[src/rtl/core/bond_percolation_union_find_unit_defines.svh]
// Assertion macros used by the union-find unit RTL (bpuf_ctrl).
// Users must have signals named clock and reset in scope.
`ifndef BOND_PERCOLATION_UNION_FIND_UNIT_DEFINES_SVH
`define BOND_PERCOLATION_UNION_FIND_UNIT_DEFINES_SVH

// Checks that the consequent holds in the same cycle as the antecedent.
`define BPUF_ASSERT_NOW(label, ante, cons, msg) \
   label: assert property (@(posedge clock) disable iff (reset) (ante) |-> (cons)) \
      else $error(msg);

// Checks that the consequent holds in the cycle after the antecedent.
`define BPUF_ASSERT_NEXT(label, ante, cons, msg) \
   label: assert property (@(posedge clock) disable iff (reset) (ante) |=> (cons)) \
      else $error(msg);

`endif

[src/rtl/core/bpuf_pkg.sv]
// Shared types and constants for the union-find unit.
// No dependencies; every other file but the assertion macro header depends on it.
`default_nettype none

package bpuf_pkg;

   localparam int DEF_MAX_NODES = 1024;
   localparam int COUNT_W       = 11;
   localparam int NODE_W        = 10;
   localparam int CSR_ADDR_W    = 2;

   localparam logic CMD_RESTART = 1'b0;

   typedef enum logic [CSR_ADDR_W-1:0] {
      REG_MAIN_COUNT,
      REG_TOTAL_COUNT,
      REG_BOUNDARY_A,
      REG_BOUNDARY_B
   } reg_index_type;

   typedef enum logic [1:0] {
      SEL_U,
      SEL_V,
      SEL_A,
      SEL_B
   } node_sel_type;

   typedef enum logic {
      FOREST_SPAN,
      FOREST_MAIN
   } forest_type;

   typedef struct packed {
      logic         clr_en;
      logic         ld_req;
      logic         ld_node;
      node_sel_type node_sel;
      forest_type   forest;
      logic         rd;
      logic         step;
      logic         save_a;
      logic         save_b;
      logic         join_root;
      logic         join_link;
      logic         mark_span;
      logic         restart;
      logic         ld_rsp;
   } ctrl_cmd_type;

   typedef struct packed {
      logic clr_last;
      logic is_restart;
      logic edge_ok;
      logic span_go;
      logic main_ok;
      logic root_found;
      logic roots_eq;
   } dp_status_type;

endpackage

`default_nettype wire

[src/rtl/core/bpuf_ctrl.sv]
// Sequencing state machine of the union-find unit: root walks, joins, clears, handshakes.
// Depends on bpuf_pkg and the assertion macro header.
`default_nettype none
`include "bond_percolation_union_find_unit_defines.svh"

module bpuf_ctrl (
   input  logic                    clock,
   input  logic                    reset,
   input  logic                    req_valid,
   output logic                    req_ready,
   output logic                    rsp_valid,
   input  logic                    rsp_ready,
   output bpuf_pkg::ctrl_cmd_type  cmd,
   input  bpuf_pkg::dp_status_type stat
);
   import bpuf_pkg::*;

   typedef enum logic [3:0] {
      S_CLEAR, S_IDLE, S_DECIDE, S_READ, S_CHECK,
      S_CMP, S_JOIN1, S_JOIN2, S_MAIN, S_PUT
   } state_type;

   typedef enum logic [2:0] {
      P_SU, P_SV, P_SA, P_SB, P_MU, P_MV
   } phase_type;

   state_type state_ff, state_in;
   phase_type phase_ff, phase_in;
   logic      put_ff, put_in;
   logic      req_ready_ff, req_ready_in;
   logic      rsp_valid_ff, rsp_valid_in;

   always_comb begin
      state_in     = state_ff;
      phase_in     = phase_ff;
      put_in       = put_ff;
      cmd          = '0;
      cmd.forest   = (phase_ff == P_MU || phase_ff == P_MV) ? FOREST_MAIN : FOREST_SPAN;
      rsp_valid_in = rsp_valid_ff && !rsp_ready;
      case (state_ff)
         S_CLEAR: begin
            cmd.clr_en = 1'b1;
            if (stat.clr_last) begin
               state_in = put_ff ? S_PUT : S_IDLE;
               put_in   = 1'b0;
            end
         end
         S_IDLE: begin
            if (req_valid) begin
               cmd.ld_req = 1'b1;
               state_in   = S_DECIDE;
            end
         end
         S_DECIDE: begin
            if (stat.is_restart) begin
               cmd.restart = 1'b1;
               put_in      = 1'b1;
               state_in    = S_CLEAR;
            end else if (!stat.edge_ok) begin
               state_in = S_PUT;
            end else if (stat.span_go) begin
               cmd.ld_node  = 1'b1;
               cmd.node_sel = SEL_U;
               phase_in     = P_SU;
               state_in     = S_READ;
            end else if (stat.main_ok) begin
               cmd.ld_node  = 1'b1;
               cmd.node_sel = SEL_U;
               phase_in     = P_MU;
               state_in     = S_READ;
            end else begin
               state_in = S_PUT;
            end
         end
         S_READ: begin
            cmd.rd   = 1'b1;
            state_in = S_CHECK;
         end
         S_CHECK: begin
            if (!stat.root_found) begin
               cmd.step = 1'b1;
               state_in = S_READ;
            end else begin
               case (phase_ff)
                  P_SU, P_MU: begin
                     cmd.save_a   = 1'b1;
                     cmd.ld_node  = 1'b1;
                     cmd.node_sel = SEL_V;
                     phase_in     = (phase_ff == P_SU) ? P_SV : P_MV;
                     state_in     = S_READ;
                  end
                  P_SA: begin
                     cmd.save_a   = 1'b1;
                     cmd.ld_node  = 1'b1;
                     cmd.node_sel = SEL_B;
                     phase_in     = P_SB;
                     state_in     = S_READ;
                  end
                  default: begin
                     cmd.save_b = 1'b1;
                     state_in   = S_CMP;
                  end
               endcase
            end
         end
         S_CMP: begin
            case (phase_ff)
               P_SV:    state_in = stat.roots_eq ? S_MAIN : S_JOIN1;
               P_SB: begin
                  cmd.mark_span = 1'b1;
                  state_in      = S_MAIN;
               end
               P_MV:    state_in = stat.roots_eq ? S_PUT : S_JOIN1;
               default: state_in = S_PUT;
            endcase
         end
         S_JOIN1: begin
            cmd.join_root = 1'b1;
            state_in      = S_JOIN2;
         end
         S_JOIN2: begin
            cmd.join_link = 1'b1;
            if (phase_ff == P_MV) begin
               state_in = S_PUT;
            end else begin
               cmd.ld_node  = 1'b1;
               cmd.node_sel = SEL_A;
               phase_in     = P_SA;
               state_in     = S_READ;
            end
         end
         S_MAIN: begin
            if (stat.main_ok) begin
               cmd.ld_node  = 1'b1;
               cmd.node_sel = SEL_U;
               phase_in     = P_MU;
               state_in     = S_READ;
            end else begin
               state_in = S_PUT;
            end
         end
         S_PUT: begin
            if (!rsp_valid_ff || rsp_ready) begin
               cmd.ld_rsp   = 1'b1;
               rsp_valid_in = 1'b1;
               state_in     = S_IDLE;
            end
         end
         default: state_in = S_IDLE;
      endcase
      req_ready_in = (state_in == S_IDLE);
   end

   always_ff @(posedge clock) begin
      if (reset) begin
         state_ff     <= S_CLEAR;
         phase_ff     <= P_SU;
         put_ff       <= 1'b0;
         req_ready_ff <= 1'b0;
         rsp_valid_ff <= 1'b0;
      end else begin
         state_ff     <= state_in;
         phase_ff     <= phase_in;
         put_ff       <= put_in;
         req_ready_ff <= req_ready_in;
         rsp_valid_ff <= rsp_valid_in;
      end
   end

   assign req_ready = req_ready_ff;
   assign rsp_valid = rsp_valid_ff;

   `BPUF_ASSERT_NEXT(a_put_fills_output, (state_ff == S_PUT && !rsp_valid_ff), rsp_valid_ff, "result not loaded from put state")
   `BPUF_ASSERT_NOW(a_no_take_in_clear, (state_ff == S_CLEAR), !req_ready_ff, "request taken during clear")
   `BPUF_ASSERT_NOW(a_join_distinct, (state_ff == S_JOIN1), !stat.roots_eq, "join of a root with itself")

endmodule

`default_nettype wire

[config.mk]
export PLATFORM = sky130hd
export DESIGN_NAME = bpuf_ctrl
export DESIGN_NICKNAME = d
export VERILOG_FILES = /design/src/rtl/core/bpuf_pkg.sv /design/src/rtl/core/bpuf_ctrl.sv
export VERILOG_INCLUDE_DIRS = /design/src /design/src/rtl/core
export SDC_FILE = /design/constraint.sdc
export NUM_CORES = 1
export LEC_CHECK = 0
export ABC_AREA = 1
export BUFFER_PORTS_ARGS = -buffer_cell sky130_fd_sc_hd__buf_2
export CAP_MARGIN = 20
export CELL_PAD_IN_SITES_DETAIL_PLACEMENT = 1
export CELL_PAD_IN_SITES_GLOBAL_PLACEMENT = 2
export CORE_AREA = 2 2 61 74
export DETAILED_ROUTE_END_ITERATION = 6
export DIE_AREA = 0 0 63 76
export GPL_ROUTABILITY_DRIVEN = 0
export PLACE_DENSITY = 0.7
export SLEW_MARGIN = 20
export SYNTH_ARGS = -nofsm -noshare
export SYNTH_HDL_FRONTEND = slang
export SYNTH_SLANG_ARGS = --single-unit
[constraint.sdc]
create_clock -name clock -period 1.1 [get_ports clock]
set_input_delay 0.22 -clock clock [delete_from_list [all_inputs] [get_ports clock]]
set_output_delay 0.22 -clock clock [all_outputs]
set_load 0.03 [all_outputs]
* Yosys cells after proc, flatten, opt, wreduce, memory -nomap -nowiden
Cells that the tools add are included.
** Storage, ports and cells
- Flip-flop bits (word level) :: 10
- Input port bits :: 11
- Logic and storage cells :: 95
** Cells by class
- Equality and inequality tests :: 22
- Multiplexer cells :: 55
- Reduce and logical (&&, ||, !) cells :: 13
** Operators with widths (count)
- $mux 4 :: 12
- $mux 3 :: 15
- $pmux 4 s10 :: 1
- $pmux 3 s4 :: 2
- $mux 1 :: 20
- $eq 4x3->1 const B :: 4
- $ne 2x2->1 const B :: 6
- $pmux 3 s2 :: 2
- $pmux 4 s3 :: 1
- $eq 4x1->1 const B :: 2
- $eq 4x2->1 const B :: 2
- $eq 4x4->1 const B :: 2
- $eq 3x2->1 const B :: 2
- $eq 3x3->1 const B :: 2
- $reduce_and 6->1 :: 1
- $logic_not 4->1 :: 1
- $reduce_bool 4->1 :: 1
- $eq 3x1->1 const B :: 1
- $logic_not 3->1 :: 1
- $ne 3x1->1 const B :: 1
- $reduce_and 3->1 :: 1
- $reduce_or 3->1 :: 1
- $logic_not 1->1 :: 2
- $logic_or 1x1->1 :: 2
- 5 further kinds :: 5

* Logic depth before layout (Yosys ltp)
Gate-level depths: netlist (run 1).
- Depth in word-level cells :: 6
- Depth in mapped cells :: 11
- Gate-level depth less buffers :: 11

* Worst setup path after synthesis (run 1)
Ideal clock, no wire load.
- Path kind :: reg-to-output
- Start point :: register state_ff[2]
- End point :: output cmd[2] (netlist name)
- Arrival time :: 1.598 ns
- Required time :: 0.880 ns
- Setup slack :: -0.718 ns
- Cell stages (with the launch flop) :: 5
- Cell sequence :: dfxtp_1 inv_2 nor2_4 nand2_1 nor4_1
** RTL lines
- start: declaration :: RTL line bpuf_ctrl.sv:27 : state_type state_ff, state_in;
- start signal: assignment :: RTL line bpuf_ctrl.sv:162 : state_ff <= state_in;
- end: declaration :: RTL line bpuf_ctrl.sv:13 : output bpuf_pkg::ctrl_cmd_type cmd,

==> results.cfg, run 1 <==
[global_routing]
grt_pass1_vias = 1292
grt_util_all_layers_pct = 15.7
antenna_found_initial = 0
overflow = 0
grt_start_max_net_pins = 8
grt_pass1_wl_mm = 6.00

[logic_synthesis]
netlist_area_um2 = 820
avgSynthCellArea_um2 = 5.65
synth_cell_types = 20
synth_warnings = 0
syn-num-nets = 156
synth_area_leader_cell = dfxtp_1
ys_seq_elements = 10
syn_inst = 145
yosysSeqAreaShare_pct = 24.4
yosysTopAreaCellShare_pct = 24.4
synthTopCellsByArea = dfxtp_1 24%, nand2_1 16%, nor2_1 14%

[hold_path]
hold_depth = 2
hold_start = reset
hold_class = input pin to register
hold_end = phase_ff[1]

[route]
drt_iter0_drc = 4
ant_nets = 0
wl_met3_um = 117
wl_per_cell_um = 13.5
num_vias = 1138
firstDrtPassIters = 4
drc = 0
met2_length_mm = 2.07
met1_length_mm = 1.45
post_drt_via_cell_ratio = 4.21
highest_layer = met3
wl_mm = 3.64

[critical_path]
start_kind = register
worstPathArrival_ns = 1.37
worstSetupEndpointType = output port
r2r-end = req_ready
worstSetupPathType = register to output port
worstPathMaxFanout = 3
r2r-start = state_ff[3]
critPathRequiredTime_ns = 0.88
worst-r2r-cell-count = 9
reg2reg_slack_ns = -0.29

[sta]
fin_crit_ns = 1.59
hold_viol_final = 0
tightest_slew_ns = 0.361
drv_slew = 0
max_freq_mhz = 629
setup_slack_ns = -0.489
fin_skew_ns = 0.00347
finalCritPeriodShare_pct = 144
relSlewSlack_pct = 75.9
setup_viol = 24
rsz0062_at_grt = true

[power_and_ir_drop]
peakVddDrop_v = 0.000514
cellPowerDensity_nw_per_um2 = 759
leakagePower_nw = 0.869
power_mw = 1.35

[layout]
fillers = 535
syn_to_final_growth_pct = 116
fin_util_pct = 42.9
n_antenna_cell = 0
layout-drive-gt1-share_pct = 66.4
nets = 226
multi_input_area_um2 = 762
stdcell_count = 270
regArea_um2 = 226

[floorplanning]
initial_core_util_pct = 19.8
die_h_um = 76
die_w_um = 63
dieArea_um2 = 4790
row_count = 26
core-area_um2 = 4130
pin_count = 28

[clocking]
clk_pin_slew_ns = 0.05
cts_tree = built
ctsHtreeMaxLevel = 1
clk-insertion-delay-late_ns = 0.24
hold_buffers = 0
cts_sinks = 10
root_buffer = clkbuf_8
cts_made_buffers = 3
clk_path_buf_depth = 2

[status]
violations = setup timing
status = finished, violations left

[run]
cap_violations = 0

[place]
port_buffers = 27
dpl.cell_count = 259
detailed_place_hpwl_mm = 2.82
preCtsSetupSlack_ns = -0.350
==> layout make-up <==
type,count,area share (%)
inverter,25,6.49
timing repair buffer,65,30.7
sequential,10,12.8
clock buffer,4,3.10
tap,56,3.95
multi-input combinational,110,42.9
==> worst max path at each step <==
stage	from	slack, ns	end	cells past startpoint
6_report	state_ff[3]	-0.49	cmd[2]	6
5_1_grt	state_ff[3]	-0.57	cmd[12]	6
4_1_cts	state_ff[3]	-0.54	cmd[10]	7
3_5_place_dp	state_ff[3]	-0.35	cmd[11]	7
3_3_place_gp	state_ff[3]	-0.32	cmd[11]	7
2_1_floorplan	state_ff[2]	-0.25	req_ready	7
==> critical path, stage by stage, from the launching register on <==
cell and delay, ns:
dfxtp_4 0.36, buf_6 0.12, nor2_4 0.12, buf_4 0.14, nand2_2 0.07, nor4_4 0.16, buf_6 0.17
==> synthesized netlist by cell type <==
cell type / n
inv_2: 4
nor2_4: 2
o211ai_1: 2
nand2_1: 35
inv_1: 21
nand3_1: 11
nor2_2: 4
o21ai_0: 7
nand3b_1: 2
o211a_1: 1
nor2_1: 31
nand4_1: 1
a21oi_2: 1
nor4_1: 2
nor3_1: 3
a21oi_1: 4
dfxtp_1: 10
nand2_4: 2
o21ai_2: 1
nand2_2: 1
==> metrics by stage <==
step	area [µm²]	hold WS, ns	setup TNS [ns]
floorplan	962	0.282	-2.51
global placement	1410	0.482	-4.82
detailed placement	1410	0.495	-5.24
CTS	1690	0.248	-8.14
global route	1770	0.247	-9.89
finish	1770	0.240	-7.86
==> cells in the final DEF (no fill, tap or decap) <==
| cell | count |
|---|---|
| buf_4 | 32 |
| buf_6 | 20 |
| nand2_1 | 19 |
| nor2_1 | 17 |
| nand2_2 | 14 |
| buf_2 | 12 |
| nor2_4 | 11 |
| inv_1 | 10 |
| nor2_2 | 9 |
| inv_2 | 8 |
| nand3_1 | 8 |
| dfxtp_4 | 7 |
| inv_4 | 5 |
| nand2_4 | 5 |
| o21ai_0 | 5 |
| clkbuf_8 | 4 |
| a21oi_2 | 3 |
| dfxtp_1 | 3 |
| nor3_4 | 2 |
| nand3_2 | 2 |
| nor4_4 | 2 |
| o21ai_1 | 2 |
| nand3b_1 | 2 |
| o211ai_1 | 2 |
| a21oi_4 | 1 |
| nand3_4 | 1 |
| clkinv_4 | 1 |
| o21ai_4 | 1 |
| clkinvlp_4 | 1 |
| o211a_1 | 1 |
| nor3_1 | 1 |
| a21oi_1 | 1 |
| nand4_1 | 1 |
| buf_12 | 1 |
==> timing repair <==
| action | CTS | global route |
|---|---|---|
| resized for setup | 64 | 21 |
| pin swaps | 9 | 4 |
| buffers inserted | 4 | 3 |
| setup endpoints to repair | 25 | 25 |
==> per-layer routing <==
metal  track usage [%]  vias up
met5                 0        -
met2              31.8       23
met4             0.667        0
met3              3.55        0
li1                  -      592
met1              16.9      523
==> sequential cells by signal, summed over array words and instances, names as in the netlist <==
| name | cells |
|---|---|
| phase_ff | 3 |
| rsp_valid | 1 |
| req_ready | 1 |
| state_ff | 4 |
| put_ff | 1 |
==> cell families (layout without fill, tap and decap cells) <==
family / count (synthesis) / after routing / share of synthesized area (%)
flops: 10 / 10 / 24.4
compound gates: 16 / 16 / 11.9
simple gates: 94 / 94 / 52.2
buf+inv: 25 / 94 / 11.5
==> power by group <==
group	leakage [nW]	internal [mW]	total, mW	switching [mW]
registers	0.0866	0.376	0.410	0.0335
logic	0.753	0.205	0.470	0.265
clock network	0.0288	0.315	0.467	0.151
Note: power is estimated with default switching activity, not from simulation.
==> run 2: changes to the inputs <==
Settings changed: CELL_PAD_IN_SITES_DETAIL_PLACEMENT 1 to 0, CELL_PAD_IN_SITES_GLOBAL_PLACEMENT 2 to 1, CORE_AREA 2 2 61 74 to 2 2 53 65, DIE_AREA 0 0 63 76 to 0 0 55 67, PLACE_DENSITY 0.7 to 0.69, RECOVER_POWER set to 100.
==> run 2 against run 1 <==
The flow still finishes with violations (setup timing). Combinational power fell by 4%. Flip-flop and latch count did not move. Global-route usage rose by 3.7 points. Hold slack got worse by 0.056 ns. Wire length fell by 14%. Critical endpoint is now cmd[10]. Largest power group unchanged.
==> results.cfg, run 2 (same netlist as run 1, synthesis figures left out) <==
[status]
status = finished, violations left
violations = setup timing

[clocking]
cts_sinks = 10
root_buffer = clkbuf_4
clk_path_buf_depth = 2
cts_made_buffers = 3
ctsHtreeMaxLevel = 1
clk_pin_slew_ns = 0.07
hold_buffers = 0
cts_tree = built
clk-insertion-delay-late_ns = 0.27

[floorplanning]
core-area_um2 = 3030
die_w_um = 55
die_h_um = 67
dieArea_um2 = 3690
initial_core_util_pct = 27.1
pin_count = 28
row_count = 22

[route]
post_drt_via_cell_ratio = 4.61
drt_iter0_drc = 31
firstDrtPassIters = 4
drc = 0
wl_per_cell_um = 12.1
num_vias = 1190
ant_nets = 0
wl_mm = 3.12

[sta]
setup_slack_ns = -0.511
holdWs_ns = 0.184
finalCritPeriodShare_pct = 146
relSlewSlack_pct = 74.1
hold_viol_final = 0
fin_crit_ns = 1.61
tightest_slew_ns = 0.384
max_freq_mhz = 621
drv_slew = 0
rsz0062_at_grt = true
setup_viol = 24
fin_skew_ns = 0.00401

[hold_path]
hold_end = phase_ff[1]
hold_depth = 2
hold_start = reset
hold_class = input pin to register

[power_and_ir_drop]
cellPowerDensity_nw_per_um2 = 678
peakVddDrop_v = 0.000583
leakagePower_nw = 0.896

[critical_path]
worstSetupEndpointType = output port
critPathRequiredTime_ns = 0.88
worstSetupPathType = register to output port
r2r-end = phase_ff[2]
worst-r2r-cell-count = 10
slowest_stage = dfxtp_4
slowest_delay_ns = 0.37
worstPathArrival_ns = 1.39
reg2reg_slack_ns = -0.39
r2r-start = state_ff[1]
worstPathMaxFanout = 5
start_kind = register
crit_chain = nor2_4 > nand2_4 > inv_4 > nand3_4 > clkinvlp_4 > buf_6

[global_routing]
grt_use_met2_pct = 34.7
busiest_layer = met2
grt_use_met3_pct = 3.59
grt_util_all_layers_pct = 19.5
antenna_found_initial = 0
grt_pass1_vias = 1168
grt_pass1_wl_mm = 5.15
met1_usage_pct = 21.1
overflow = 0
grt_start_max_net_pins = 8

[layout]
layout-drive-gt1-share_pct = 65.8
final_cell_mix = 41 x buf_4, 22 x nand2_1, 20 x buf_6
layout_commonest_cell = buf_4
syn_to_final_growth_pct = 115
largest_reg_flops = 4
regMostFlops = state_ff
top_regs = state_ff (4), phase_ff (3)
n_antenna_cell = 0
nets = 234

[run]
cap_violations = 0

[place]
preCtsSetupSlack_ns = -0.335
detailed_place_hpwl_mm = 2.43
port_buffers = 27
run 2: layer usage:
layer	share of wire, %	wire length (µm)
met1	38	1190
met2	53	1660
met3	4.8	151
met4	3.6	112
met5	0	0
run 2: through the flow:
step	utilization, %	area, µm²	cells	TNS [ns]	power, mW
after floorplan	-	962	145	-2.51	0.645
after global placement	45.4	1380	239	-4.86	0.794
final	58.3	1770	258	-8.45	1.20
after detailed placement	45.4	1380	239	-5.17	0.798
after CTS	54.6	1650	250	-8.37	1.18
after global routing	58.3	1770	258	-10.27	1.27
run 2: worst max-delay path by stage:
| stage | to | startpoint | cells after the start | slack (ns) |
|---|---|---|---|---|
| after floorplan | req_ready | state_ff[2] | 7 | -0.25 |
| after global placement | cmd[11] | state_ff[0] | 6 | -0.31 |
| after detailed placement | cmd[11] | state_ff[0] | 6 | -0.34 |
| after CTS | cmd[10] | state_ff[3] | 7 | -0.54 |
| after global routing | cmd[12] | phase_ff[1] | 7 | -0.61 |
| final | cmd[10] | state_ff[1] | 6 | -0.51 |
run 2: layout make-up:
class / count / area, µm²
clock buffers: 4 / 36.3
multi-input cells: 110 / 749
fillers: 305 / 1260
flip-flops and latches: 10 / 224
repair buffers: 73 / 593
inverters: 25 / 118
well taps: 36 / 45.0
run 2: report_power, final:
part	internal, mW	leakage (nW)	switching (mW)	total [mW]
combinational	0.197	0.789	0.256	0.453
sequential	0.376	0.0863	0.0316	0.407
clock	0.201	0.0210	0.135	0.336
total	0.774	0.896	0.422	1.20
run 2: repair_timing:
| item | CTS | global route |
|---|---|---|
| pin swaps | 12 | 11 |
| buffers inserted | 7 | 8 |
| gates resized for setup | 63 | 16 |
| setup endpoints to repair | 25 | 25 |
| hold endpoints to repair | 0 | 0 |
run 2: worst max-delay path: cells and delay by family (launching register included):
| family | cells | cell delay [ns] |
|---|---|---|
| DFF | 1 | 0.37 |
| and+or+nand+nor | 3 | 0.45 |
| buffers and inverters | 3 | 0.30 |
==> run 3: changes to the inputs <==
Settings changed: MAX_ROUTING_LAYER set to met4.
==> run 3 against run 2 <==
The flow still finishes with violations (setup timing). Global-route usage is 0.48 points higher. Sequential power hardly changed. Combinational power hardly changed. Clock skew hardly changed. Non-clock buffer count stayed put. Setup slack worse by 0.0018 ns. Hold slack worse by 0.0021 ns. Clock power hardly changed. Flip-flop and latch count stayed put. Utilization stayed put. Final cell count stayed put. Via count is 0.25% higher.
==> results.cfg, run 3 (same netlist as run 1, synthesis figures left out) <==
[status]
status = finished, violations left
violations = setup timing

[critical_path]
worstPathMaxFanout = 5
worstSetupEndpointType = output port
worstSetupPathType = register to output port
worstPathArrival_ns = 1.39
start_kind = register
critPathRequiredTime_ns = 0.88

[clocking]
hold_buffers = 0
cts_sinks = 10
clk_path_buf_depth = 2
cts_made_buffers = 3
cts_tree = built
clk_pin_slew_ns = 0.07
root_buffer = clkbuf_4
ctsHtreeMaxLevel = 1
clk-insertion-delay-late_ns = 0.27

[route]
post_drt_via_cell_ratio = 4.62
num_vias = 1193
ant_nets = 0
firstDrtPassIters = 4
drt_iter0_drc = 33
wl_mm = 3.12
wl_per_cell_um = 12.1
drc = 0

[place]
detailed_place_hpwl_mm = 2.43
port_buffers = 27
preCtsSetupSlack_ns = -0.335

[global_routing]
antenna_found_initial = 0
overflow = 0
grt_start_max_net_pins = 8
grt_pass1_wl_mm = 5.15
grt_util_all_layers_pct = 19.9
grt_pass1_vias = 1172

[floorplanning]
dieArea_um2 = 3690
core-area_um2 = 3030
row_count = 22
pin_count = 28
die_w_um = 55
initial_core_util_pct = 27.1
die_h_um = 67

[layout]
nets = 234
layout_commonest_cell = buf_4
syn_to_final_growth_pct = 115
final_cell_mix = 41 x buf_4, 22 x nand2_1, 20 x buf_6
layout-drive-gt1-share_pct = 65.8
largest_reg_flops = 4
top_regs = state_ff (4), phase_ff (3)
regMostFlops = state_ff
n_antenna_cell = 0

[sta]
rsz0062_at_grt = true
relSlewSlack_pct = 74.1
max_freq_mhz = 620
tightest_slew_ns = 0.384
setup_slack_ns = -0.512
hold_viol_final = 0
finalCritPeriodShare_pct = 147
drv_slew = 0
fin_crit_ns = 1.61
holdWs_ns = 0.182
fin_skew_ns = 0.00398
setup_viol = 24
tns_ns = -8.47

[power_and_ir_drop]
peakVddDrop_v = 0.000586
cellPowerDensity_nw_per_um2 = 679
leakagePower_nw = 0.896

[run]
cap_violations = 0

[hold_path]
hold_class = input pin to register
[run 3: repair_timing]
item	in CTS	in global routing
buffers inserted	7	8
pin swaps	12	11
endpoints found under the hold margin	0	0
endpoints found under the setup margin	25	25
resized for setup	63	16
[run 3: report_power, final]
part,switching [mW],total [mW],internal (mW)
combinational,0.256,0.454,0.197
clock,0.136,0.337,0.201
sequential,0.0316,0.407,0.376
[run 3: metrics by stage]
step	power, mW	cell area (µm²)	instances	util [%]
after floorplan	0.645	962	145	-
after global placement	0.794	1380	239	45.4
after detailed placement	0.798	1380	239	45.4
after CTS	1.18	1650	250	54.6
after global routing	1.27	1770	258	58.3
final	1.20	1770	258	58.3
[run 3: critical path: stages, from the launching register on]
cell	delay [ns]
dfxtp_4	0.37
nor2_4	0.22
nand2_4	0.13
inv_4	0.09
nand3_4	0.10
clkinvlp_4	0.09
buf_6	0.12
[run 3: final timing paths]
check | to | startpoint | cells after the start | slack [ns]
setup / recovery | cmd[10] | state_ff[1] | 6 | -0.51
hold / removal | phase_ff[1] | reset | 2 | 0.18
setup reg to reg | phase_ff[2] | state_ff[1] | 10 | -0.39
hold reg to reg | put_ff | put_ff | 1 | 0.50
[run 3: final cells by class]
class | instances | area (µm²)
Clock buffer | 4 | 36.3
Fill cell | 305 | 1260
Inverter | 25 | 118
Multi-Input combinational cell | 110 | 749
Sequential cell | 10 | 224
Tap cell | 36 | 45.0
Timing Repair Buffer | 73 | 593
[run 3: layer usage]
| metal | vias up | track usage (%) | part of all wire, % |
|---|---|---|---|
| li1 | 617 | - | - |
| met1 | 519 | 21.1 | 38 |
| met2 | 45 | 34.7 | 53 |
| met3 | 12 | 3.59 | 5.2 |
| met4 | 0 | 9.45 | 3.9 |
| met5 | - | - | 0 |
